## src/edfq_pkg.sv

```systemverilog
// edfq_pkg: sizes, codes and controller/datapath command and status types
// for the EDF/FIFO wait queue. No dependencies.

package edfq_pkg;

  localparam int DEPTH   = 16;
  localparam int IDX_W   = (DEPTH > 1) ? $clog2(DEPTH) : 1;
  localparam int CNT_W   = $clog2(DEPTH + 1);
  localparam int ID_W    = 8;
  localparam int KEY_W   = 48;
  localparam int OCC_W   = 5;
  localparam int STAT_W  = 2;
  localparam int ENTRY_W = ID_W + KEY_W;

  localparam logic OP_PUSH = 1'b0;
  localparam logic OP_POP  = 1'b1;

  localparam logic [STAT_W-1:0] ST_DONE  = 2'd0;
  localparam logic [STAT_W-1:0] ST_FULL  = 2'd1;
  localparam logic [STAT_W-1:0] ST_EMPTY = 2'd2;

  // read address select
  localparam logic [1:0] RD_POS_PREV  = 2'd0;
  localparam logic [1:0] RD_POS_PREV2 = 2'd1;
  localparam logic [1:0] RD_HEAD_NEXT = 2'd2;

  typedef struct packed {
    logic              latch;      // capture input word, start pos at tail
    logic              pop;        // advance head, drop count
    logic              shift;      // move read entry back one place
    logic              wr_new;     // write new entry at pos, grow queue
    logic              load_head;  // head id from read data
    logic              set_status;
    logic [STAT_W-1:0] status;
    logic [1:0]        rd_sel;
    logic              load_out;
  } dp_cmd_t;

  typedef struct packed {
    logic op;
    logic full;
    logic empty;
    logic edf_mode;
    logic walk_go;   // read entry must move back
    logic out_free;
  } dp_stat_t;

endpackage

```

## src/edf_fifo_wait_queue.sv

```systemverilog
// edf_fifo_wait_queue: top level of the wait queue, controller plus datapath.
// Depends on edfq_pkg, edfq_ctrl, edfq_datapath.

// Wait queue of up to DEPTH (16) requesters for one shared resource. A word
// on the input channel is a push (op 0: requester_id, time_key) or a pop
// (op 1, removes the head). With edf_mode 0 pushes append in arrival order;
// with edf_mode 1 an entry goes ahead of all queued entries whose key is
// equal or larger. Each input word gives one result word: head id after the
// step (0 when empty), occupancy and status (0 done, 1 push rejected full,
// 2 pop rejected empty). One word is processed at a time. An EDF push onto a
// non-empty queue walks from the tail towards the head and moves back one
// place each queued entry whose key is equal or larger, at most DEPTH - 1
// (15 at DEPTH 16), one entry per cycle through the entry RAM's single read
// port, before it writes the new entry. The result register lets the next word
// be accepted while a result waits. cfg_ready is always high; edf_mode
// changes affect later pushes only.

module edf_fifo_wait_queue (
  input  logic                        clk,
  input  logic                        rst,
  input  logic                        cfg_valid,
  output logic                        cfg_ready,
  input  logic                        cfg_data,
  input  logic                        in_valid,
  output logic                        in_ready,
  input  logic                        op,
  input  logic [edfq_pkg::ID_W-1:0]   requester_id,
  input  logic [edfq_pkg::KEY_W-1:0]  time_key,
  output logic                        out_valid,
  input  logic                        out_ready,
  output logic [edfq_pkg::ID_W-1:0]   head_id,
  output logic [edfq_pkg::OCC_W-1:0]  occupancy,
  output logic [edfq_pkg::STAT_W-1:0] status
);

  edfq_pkg::dp_cmd_t  cmd;
  edfq_pkg::dp_stat_t stat;

  assign cfg_ready = 1'b1;

  edfq_ctrl u_ctrl (
    .clk      (clk),
    .rst      (rst),
    .in_valid (in_valid),
    .in_ready (in_ready),
    .stat     (stat),
    .cmd      (cmd)
  );

  edfq_datapath u_dp (
    .clk          (clk),
    .rst          (rst),
    .cfg_valid    (cfg_valid),
    .cfg_data     (cfg_data),
    .op           (op),
    .requester_id (requester_id),
    .time_key     (time_key),
    .out_valid    (out_valid),
    .out_ready    (out_ready),
    .head_id      (head_id),
    .occupancy    (occupancy),
    .status       (status),
    .cmd          (cmd),
    .stat         (stat)
  );

endmodule

```

## src/edfq_ram.sv

```systemverilog
// edfq_ram: generic single write port, single read port RAM with a
// registered read. No dependencies.

module edfq_ram #(
  parameter int WIDTH = 8,
  parameter int DEPTH = 16
) (
  input  logic                                   clk,
  input  logic                                   wr_en,
  input  logic [((DEPTH > 1) ? $clog2(DEPTH) : 1)-1:0] wr_addr,
  input  logic [WIDTH-1:0]                       wr_data,
  input  logic [((DEPTH > 1) ? $clog2(DEPTH) : 1)-1:0] rd_addr,
  output logic [WIDTH-1:0]                       rd_data
);

  logic [WIDTH-1:0] mem [DEPTH];

  always_ff @(posedge clk) begin
    if (wr_en) begin
      mem[wr_addr] <= wr_data;
    end
    rd_data <= mem[rd_addr];
  end

endmodule

```

## src/edfq_ctrl.sv

```systemverilog
// edfq_ctrl: controller state machine of the wait queue.
// Depends on edfq_pkg for command and status types.

module edfq_ctrl (
  input  logic               clk,
  input  logic               rst,
  input  logic               in_valid,
  output logic               in_ready,
  input  edfq_pkg::dp_stat_t stat,
  output edfq_pkg::dp_cmd_t  cmd
);

  localparam logic [2:0] S_IDLE = 3'd0;
  localparam logic [2:0] S_EXEC = 3'd1;
  localparam logic [2:0] S_WALK = 3'd2;
  localparam logic [2:0] S_HEAD = 3'd3;
  localparam logic [2:0] S_DONE = 3'd4;

  logic [2:0] state;
  logic [2:0] state_next;

  always_ff @(posedge clk) begin
    if (rst) begin
      state <= S_IDLE;
    end else begin
      state <= state_next;
    end
  end

  always_comb begin
    cmd        = '0;
    cmd.status = edfq_pkg::ST_DONE;
    cmd.rd_sel = edfq_pkg::RD_POS_PREV;
    state_next = state;
    in_ready   = 1'b0;
    unique case (state)
      S_IDLE: begin
        in_ready = 1'b1;
        if (in_valid) begin
          cmd.latch  = 1'b1;
          state_next = S_EXEC;
        end
      end
      S_EXEC: begin
        if (stat.op == edfq_pkg::OP_POP) begin
          if (stat.empty) begin
            cmd.set_status = 1'b1;
            cmd.status     = edfq_pkg::ST_EMPTY;
            state_next     = S_DONE;
          end else begin
            cmd.pop    = 1'b1;
            cmd.rd_sel = edfq_pkg::RD_HEAD_NEXT;
            state_next = S_HEAD;
          end
        end else begin
          if (stat.full) begin
            cmd.set_status = 1'b1;
            cmd.status     = edfq_pkg::ST_FULL;
            state_next     = S_DONE;
          end else if (stat.edf_mode && !stat.empty) begin
            cmd.rd_sel = edfq_pkg::RD_POS_PREV;
            state_next = S_WALK;
          end else begin
            cmd.wr_new = 1'b1;
            state_next = S_DONE;
          end
        end
      end
      S_WALK: begin
        // read of the next entry towards the head goes out speculatively
        if (stat.walk_go) begin
          cmd.shift  = 1'b1;
          cmd.rd_sel = edfq_pkg::RD_POS_PREV2;
        end else begin
          cmd.wr_new = 1'b1;
          state_next = S_DONE;
        end
      end
      S_HEAD: begin
        cmd.load_head = 1'b1;
        state_next    = S_DONE;
      end
      S_DONE: begin
        if (stat.out_free) begin
          cmd.load_out = 1'b1;
          state_next   = S_IDLE;
        end
      end
      default: begin
        state_next = S_IDLE;
      end
    endcase
  end

endmodule

```

## src/edfq_datapath.sv

```systemverilog
// edfq_datapath: circular entry store, pointers, count, walk position,
// mode register and result register. Depends on edfq_pkg and edfq_ram.

module edfq_datapath (
  input  logic                              clk,
  input  logic                              rst,
  input  logic                              cfg_valid,
  input  logic                              cfg_data,
  input  logic                              op,
  input  logic [edfq_pkg::ID_W-1:0]         requester_id,
  input  logic [edfq_pkg::KEY_W-1:0]        time_key,
  output logic                              out_valid,
  input  logic                              out_ready,
  output logic [edfq_pkg::ID_W-1:0]         head_id,
  output logic [edfq_pkg::OCC_W-1:0]        occupancy,
  output logic [edfq_pkg::STAT_W-1:0]       status,
  input  edfq_pkg::dp_cmd_t                 cmd,
  output edfq_pkg::dp_stat_t                stat
);

  logic                              edf_mode;
  logic                              item_op;
  logic [edfq_pkg::ID_W-1:0]         item_id;
  logic [edfq_pkg::KEY_W-1:0]        item_key;
  logic [edfq_pkg::IDX_W-1:0]        head_ptr;
  logic [edfq_pkg::IDX_W-1:0]        tail_ptr;
  logic [edfq_pkg::IDX_W-1:0]        pos;
  logic [edfq_pkg::CNT_W-1:0]        count;
  logic [edfq_pkg::CNT_W-1:0]        remaining;
  logic [edfq_pkg::ID_W-1:0]         head_reg;
  logic [edfq_pkg::STAT_W-1:0]       res_status;

  logic [edfq_pkg::IDX_W-1:0]        pos_prev;
  logic [edfq_pkg::IDX_W-1:0]        pos_prev2;
  logic [edfq_pkg::IDX_W-1:0]        head_next;
  logic [edfq_pkg::IDX_W-1:0]        tail_next;
  logic                              wr_en;
  logic [edfq_pkg::ENTRY_W-1:0]      wr_data;
  logic [edfq_pkg::IDX_W-1:0]        rd_addr;
  logic [edfq_pkg::ENTRY_W-1:0]      rd_data;
  logic [edfq_pkg::ID_W-1:0]         rd_id;
  logic [edfq_pkg::KEY_W-1:0]        rd_key;

  function automatic logic [edfq_pkg::IDX_W-1:0] ptr_inc(
    input logic [edfq_pkg::IDX_W-1:0] p
  );
    if (p == edfq_pkg::IDX_W'(edfq_pkg::DEPTH - 1)) begin
      return '0;
    end
    return p + 1'b1;
  endfunction

  function automatic logic [edfq_pkg::IDX_W-1:0] ptr_dec(
    input logic [edfq_pkg::IDX_W-1:0] p
  );
    if (p == '0) begin
      return edfq_pkg::IDX_W'(edfq_pkg::DEPTH - 1);
    end
    return p - 1'b1;
  endfunction

  assign pos_prev  = ptr_dec(pos);
  assign pos_prev2 = ptr_dec(pos_prev);
  assign head_next = ptr_inc(head_ptr);
  assign tail_next = ptr_inc(tail_ptr);

  assign rd_id  = rd_data[edfq_pkg::ENTRY_W-1 -: edfq_pkg::ID_W];
  assign rd_key = rd_data[edfq_pkg::KEY_W-1:0];

  always_comb begin
    unique case (cmd.rd_sel)
      edfq_pkg::RD_POS_PREV:  rd_addr = pos_prev;
      edfq_pkg::RD_POS_PREV2: rd_addr = pos_prev2;
      edfq_pkg::RD_HEAD_NEXT: rd_addr = head_next;
      default:                rd_addr = pos_prev;
    endcase
  end

  assign wr_en   = cmd.shift | cmd.wr_new;
  assign wr_data = cmd.shift ? rd_data : {item_id, item_key};

  edfq_ram #(
    .WIDTH (edfq_pkg::ENTRY_W),
    .DEPTH (edfq_pkg::DEPTH)
  ) u_ram (
    .clk     (clk),
    .wr_en   (wr_en),
    .wr_addr (pos),
    .wr_data (wr_data),
    .rd_addr (rd_addr),
    .rd_data (rd_data)
  );

  // control state
  always_ff @(posedge clk) begin
    if (rst) begin
      edf_mode  <= 1'b0;
      head_ptr  <= '0;
      tail_ptr  <= '0;
      count     <= '0;
      out_valid <= 1'b0;
    end else begin
      if (cfg_valid) begin
        edf_mode <= cfg_data;
      end
      if (cmd.pop) begin
        head_ptr <= head_next;
        count    <= count - 1'b1;
      end
      if (cmd.wr_new) begin
        tail_ptr <= tail_next;
        count    <= count + 1'b1;
      end
      if (cmd.load_out) begin
        out_valid <= 1'b1;
      end else if (out_ready) begin
        out_valid <= 1'b0;
      end
    end
  end

  // payload
  always_ff @(posedge clk) begin
    if (cmd.latch) begin
      item_op    <= op;
      item_id    <= requester_id;
      item_key   <= time_key;
      pos        <= tail_ptr;
      remaining  <= count;
      res_status <= edfq_pkg::ST_DONE;
    end
    if (cmd.set_status) begin
      res_status <= cmd.status;
    end
    if (cmd.shift) begin
      pos       <= pos_prev;
      remaining <= remaining - 1'b1;
    end
    // new entry lands at the head when nothing is left ahead of it
    if (cmd.wr_new && remaining == '0) begin
      head_reg <= item_id;
    end
    if (cmd.load_head) begin
      head_reg <= rd_id;
    end
    if (cmd.load_out) begin
      head_id   <= (count != '0) ? head_reg : '0;
      occupancy <= edfq_pkg::OCC_W'(count);
      status    <= res_status;
    end
  end

  assign stat.op       = item_op;
  assign stat.full     = (count == edfq_pkg::CNT_W'(edfq_pkg::DEPTH));
  assign stat.empty    = (count == '0);
  assign stat.edf_mode = edf_mode;
  assign stat.walk_go  = (remaining != '0) && (rd_key >= item_key);
  assign stat.out_free = !out_valid || out_ready;

endmodule

```

## config.mk

```make
export PLATFORM = sky130hd
export DESIGN_NAME = edf_fifo_wait_queue
export DESIGN_NICKNAME = d
export VERILOG_FILES = /design/src/edfq_pkg.sv /design/src/edf_fifo_wait_queue.sv /design/src/edfq_ram.sv /design/src/edfq_ctrl.sv /design/src/edfq_datapath.sv
export SDC_FILE = /design/constraint.sdc
export NUM_CORES = 1
export LEC_CHECK = 0
export ABC_AREA = 1
export BUFFER_PORTS_ARGS = -buffer_cell sky130_fd_sc_hd__buf_2
export CORE_ASPECT_RATIO = 1.25
export CORE_MARGIN = 1.5
export CORE_UTILIZATION = 50
export CTS_BUF_LIST = sky130_fd_sc_hd__clkbuf_8 sky130_fd_sc_hd__clkbuf_16
export CTS_CLUSTER_SIZE = 14
export DETAILED_ROUTE_END_ITERATION = 8
export PLACE_DENSITY_LB_ADDON = 0.1
export SLEW_MARGIN = 20
export SYNTH_ARGS = -nofsm -noshare
export SYNTH_HDL_FRONTEND = slang
export SYNTH_HIERARCHICAL = 1
export SYNTH_SLANG_ARGS = --single-unit
```

## constraint.sdc

```tcl
create_clock -name clk -period 5.6 [get_ports clk]
set_input_delay 0.28 -clock clk [delete_from_list [all_inputs] [get_ports clk]]
set_output_delay 0.28 -clock clk [all_outputs]
set_load 0.1 [all_outputs]
```

==> flow_summary.toml <==
[outcome]
outcome = "finished, final reports clean"

[routing]
drt_drc_violations_left = 0
vias_per_cell = 5.11
postRouteWirelength_um = 112000
first_iter_violations = 2447
postRouteAntennaNets = 0
routed_wire_length_per_instance_um = 19.1
vias = 30061
drt-pass1-iter-count = 7

[logic_synthesis]
synth-warning-count = 6
async_flop_share = 0
synthCells = 4424
synth_seq_area_share = 0.676
synth_top_area_frac = 0.644
postSynthRegisterBits = 1061
synth_area_leader_cell = "edfxtp_1"
synth_nets = 4550
mappedNetlistArea_um2 = 46100
ys_top_cells_by_area = "edfxtp_1 (64%), nand2_1 (11%), nand3_1 (7.5%), inv_1 (6.5%), dfxtp_1 (3.2%)"
avgSynthCellArea_um2 = 10.4
post_synth_top_flop = "edfxtp_1"
synth_enable_flop_cells = 987
ys_types = 44

[pwr]
power_frac_clock = 0.231
cellLeakagePower_nw = 22.6
pwr-share-seq = 0.338
worst_vdd_drop_mv = 0.560
power_density_nw_per_um2 = 587
p_sw_w = 0.0126
power.total_w = 0.0308
combPwrFrac = 0.431
sw_ratio = 0.408
internal-power_w = 0.0182

[worst_hold_path]
min_delay_src = "in_valid"
timing.hold.worst_path_depth = 5
holdCritPathClass = "primary input to register"
min_to = "u_ctrl/state[2]"

[finish]
commonest_non_fill_non_tap_cells_in_the_layout = "nand2_1 (1,364), edfxtp_1 (987), inv_1 (816), nand3_1 (692), clkbuf_16 (108)"
reg_with_most_ffs = "u_dp/u_ram/mem"
largest_register_ff_count = 896
area_delta_synth_final_pct = 13.8
finish.utilization = 0.574
count_of_non_filler_cells_in_the_finished_layout = 5884
mostFrequentLayoutCell = "nand2_1"
fill_cells = 7740
largest_registers = "u_dp/u_ram/mem (896), u_dp/u_ram/rd_data (56), u_dp/item_key (48)"
nNetsFinal = 4724
layout.area.seq_um2 = 31100
multiInputGateArea_um2 = 10800
share_of_post_route_cells_with_drive_strength_above_1 = 0.0898
diodes = 0

[timing]
worst-slew-pin-transition_ns = 1.04
timing_max_transition_violations_final = 0
setup_slack_ns = 0.552
timing.fmax_mhz = 198
final-hold-violation-count = 0
finalCritPeriodShare = 0.901
rsz0062_at_grt = "false"
final_period_minus_worst_setup_slack_ns = 5.05
finalSetupViolCount = 0
finalClockSkew_ns = 0.0262
max-slew-margin-rel = 0.305
timing.setup.tns_ns = 0

[grt]
grt_max_degree = 156
grt_use_total = 0.242
antenna_violations_before_repair = 0
wire_length_of_the_first_global_routing_pass_um = 171000
via_count_of_the_first_global_routing_pass = 28640
grt.overflow.total = 0

[clock_tree]
tritoncts = "built"
clkLatencyLatePin_ns = 0.68
ctsHoldBuffers = 62
clock_tree.htree_level_count = 3
cts_setup_buffers = 0
clock_sink_count = 1061
clockBufferDepth = 3
tritoncts_buffers = 106
cts.clk_slew.worst_paths_ns = 0.06
cts_resized = 0
cts-root-buf = "clkbuf_16"

[setup_path]
crit-reg2reg-launch = "u_dp/item_key[47]"
timing.critical_path.to_type = "register"
required_ns = 6.17
timing.critical_path.cells = "inv_1 > ha_1 > nand2_1 > nor2_2 > nand2_2 > nor2_2 > nand2_1 > o21bai_1 > nand3_1 > nand2_1 > inv_1 > nand4_2 > inv_1 > inv_1 > ha_1 > inv_1 > nor2_1 > a31oi_4 > buf_12 > nand2_1 > nand3_1 > nand3_1 > nand3_1 > nand2_1"
crit_path_start_kind = "register"
slowest_stage = "buf_12"
reg2reg_depth = 24
slowest_delay_ns = 0.56
critical_path.startpoint = "u_dp/item_key[47]"
crit_path_max_fanout = 155
worst_r2r_endpoint = "u_dp/u_ram/rd_data[20]"
timing.critical_path.arrival_ns = 5.61
critPathBufInv = 6
reg2reg_setup_slack_ns = 0.55
path_delay_family = "simple AND/OR/NAND/NOR gates"
crit_type = "register to register"

[placed_design]
post-place-ws_ns = 0.535
placedCellCount = 5625
gpl.final_weighted_congestion = 0.758
hpwl_um = 56400
io_buffer_count = 79

[die]
core.rowCount = 124
top_level_ports = 81
floorplan.core_area_um2 = 91400
dieArea_um2 = 94000
fp.dieH_um = 342
floorplan.initialDensity = 0.504
die_extent_in_x_um = 274

[job]
drv.max_cap_violation_count = 0
power by group through the flow:
stage	Sequential, W	Combinational [W]	Clock [W]
finish	0.0104	0.0133	0.00711
global route	0.0105	0.0148	0.00757
CTS	0.0104	0.0134	0.00726
detailed placement	0.0106	0.0133	0
global placement	0.0106	0.0132	0
floorplan	0.0107	0.00931	0
metrics by stage:
stage | hold WS, ns | instance area [um^2]
2_1_floorplan | 0.342 | 46100
3_3_place_gp | 0.411 | 48300
3_5_place_dp | 0.410 | 48300
4_1_cts | 0.119 | 52400
5_1_grt | 0.180 | 52400
6_report | 0.156 | 52400
how the worst max path moves through the flow:
stage	to	slack [ns]	cells past startpoint
2_1_floorplan	u_dp/u_ram/mem[12][0]	0.45	19
3_3_place_gp	u_dp/u_ram/rd_data[14]	0.55	24
3_5_place_dp	u_dp/u_ram/rd_data[54]	0.53	24
5_1_grt	u_dp/u_ram/rd_data[6]	0.20	24
6_report	u_dp/u_ram/rd_data[20]	0.55	24
4_1_cts	u_dp/u_ram/rd_data[54]	0.49	24
cell families (layout without fill, tap and decap cells):
group           Yosys count  in the layout  synth area share
simple gates           2151           2151             0.196
xor+xnor                  5              5          0.000951
flops                  1061           1061             0.676
other cells               1              1         0.0000814
buf+inv                1008           1271            0.0944
compound gates          135            135            0.0157
fa+ha+maj                63             63            0.0173
layout make-up:
cell class | instances | share of cell area
clock buffers | 128 | 0.0568
clock inverters | 69 | 0.0108
inverters | 803 | 0.0582
multi-input cells | 2355 | 0.205
flip-flops and latches | 1061 | 0.593
well taps | 1197 | 0.0286
repair buffers | 271 | 0.0468
metal layers:
metal	up-vias	GRT usage	routed length, um
met5	-	0	0
met4	0	0.0806	2950
met3	183	0.0292	5780
met2	737	0.413	55400
met1	14464	0.321	48100
li1	14677	-	-
synthesized netlist by cell type (2+ instances only):
cell,n
nor4_1,2
ha_1,62
clkbuf_1,35
nand2_2,4
nand3_1,692
nor2_2,4
o21ai_0,86
buf_6,50
xnor2_1,4
a31oi_1,3
a21o_1,4
a21oi_1,30
nand3b_1,4
buf_4,12
nor3_1,2
o21ai_2,2
inv_1,796
nand3_2,2
o21bai_1,2
nor2_1,70
buf_1,7
or2_2,2
nand4_1,2
nand2_1,1364
inv_2,5
dfxtp_1,74
edfxtp_1,987
buf_2,100
a21boi_0,2
worst min-delay path, delay by kind of cell:
family / cells / cell delay [ns]
buf+inv: 2 / 0.16
simple gates: 3 / 0.34
Note: power is estimated with default switching activity, not from simulation.
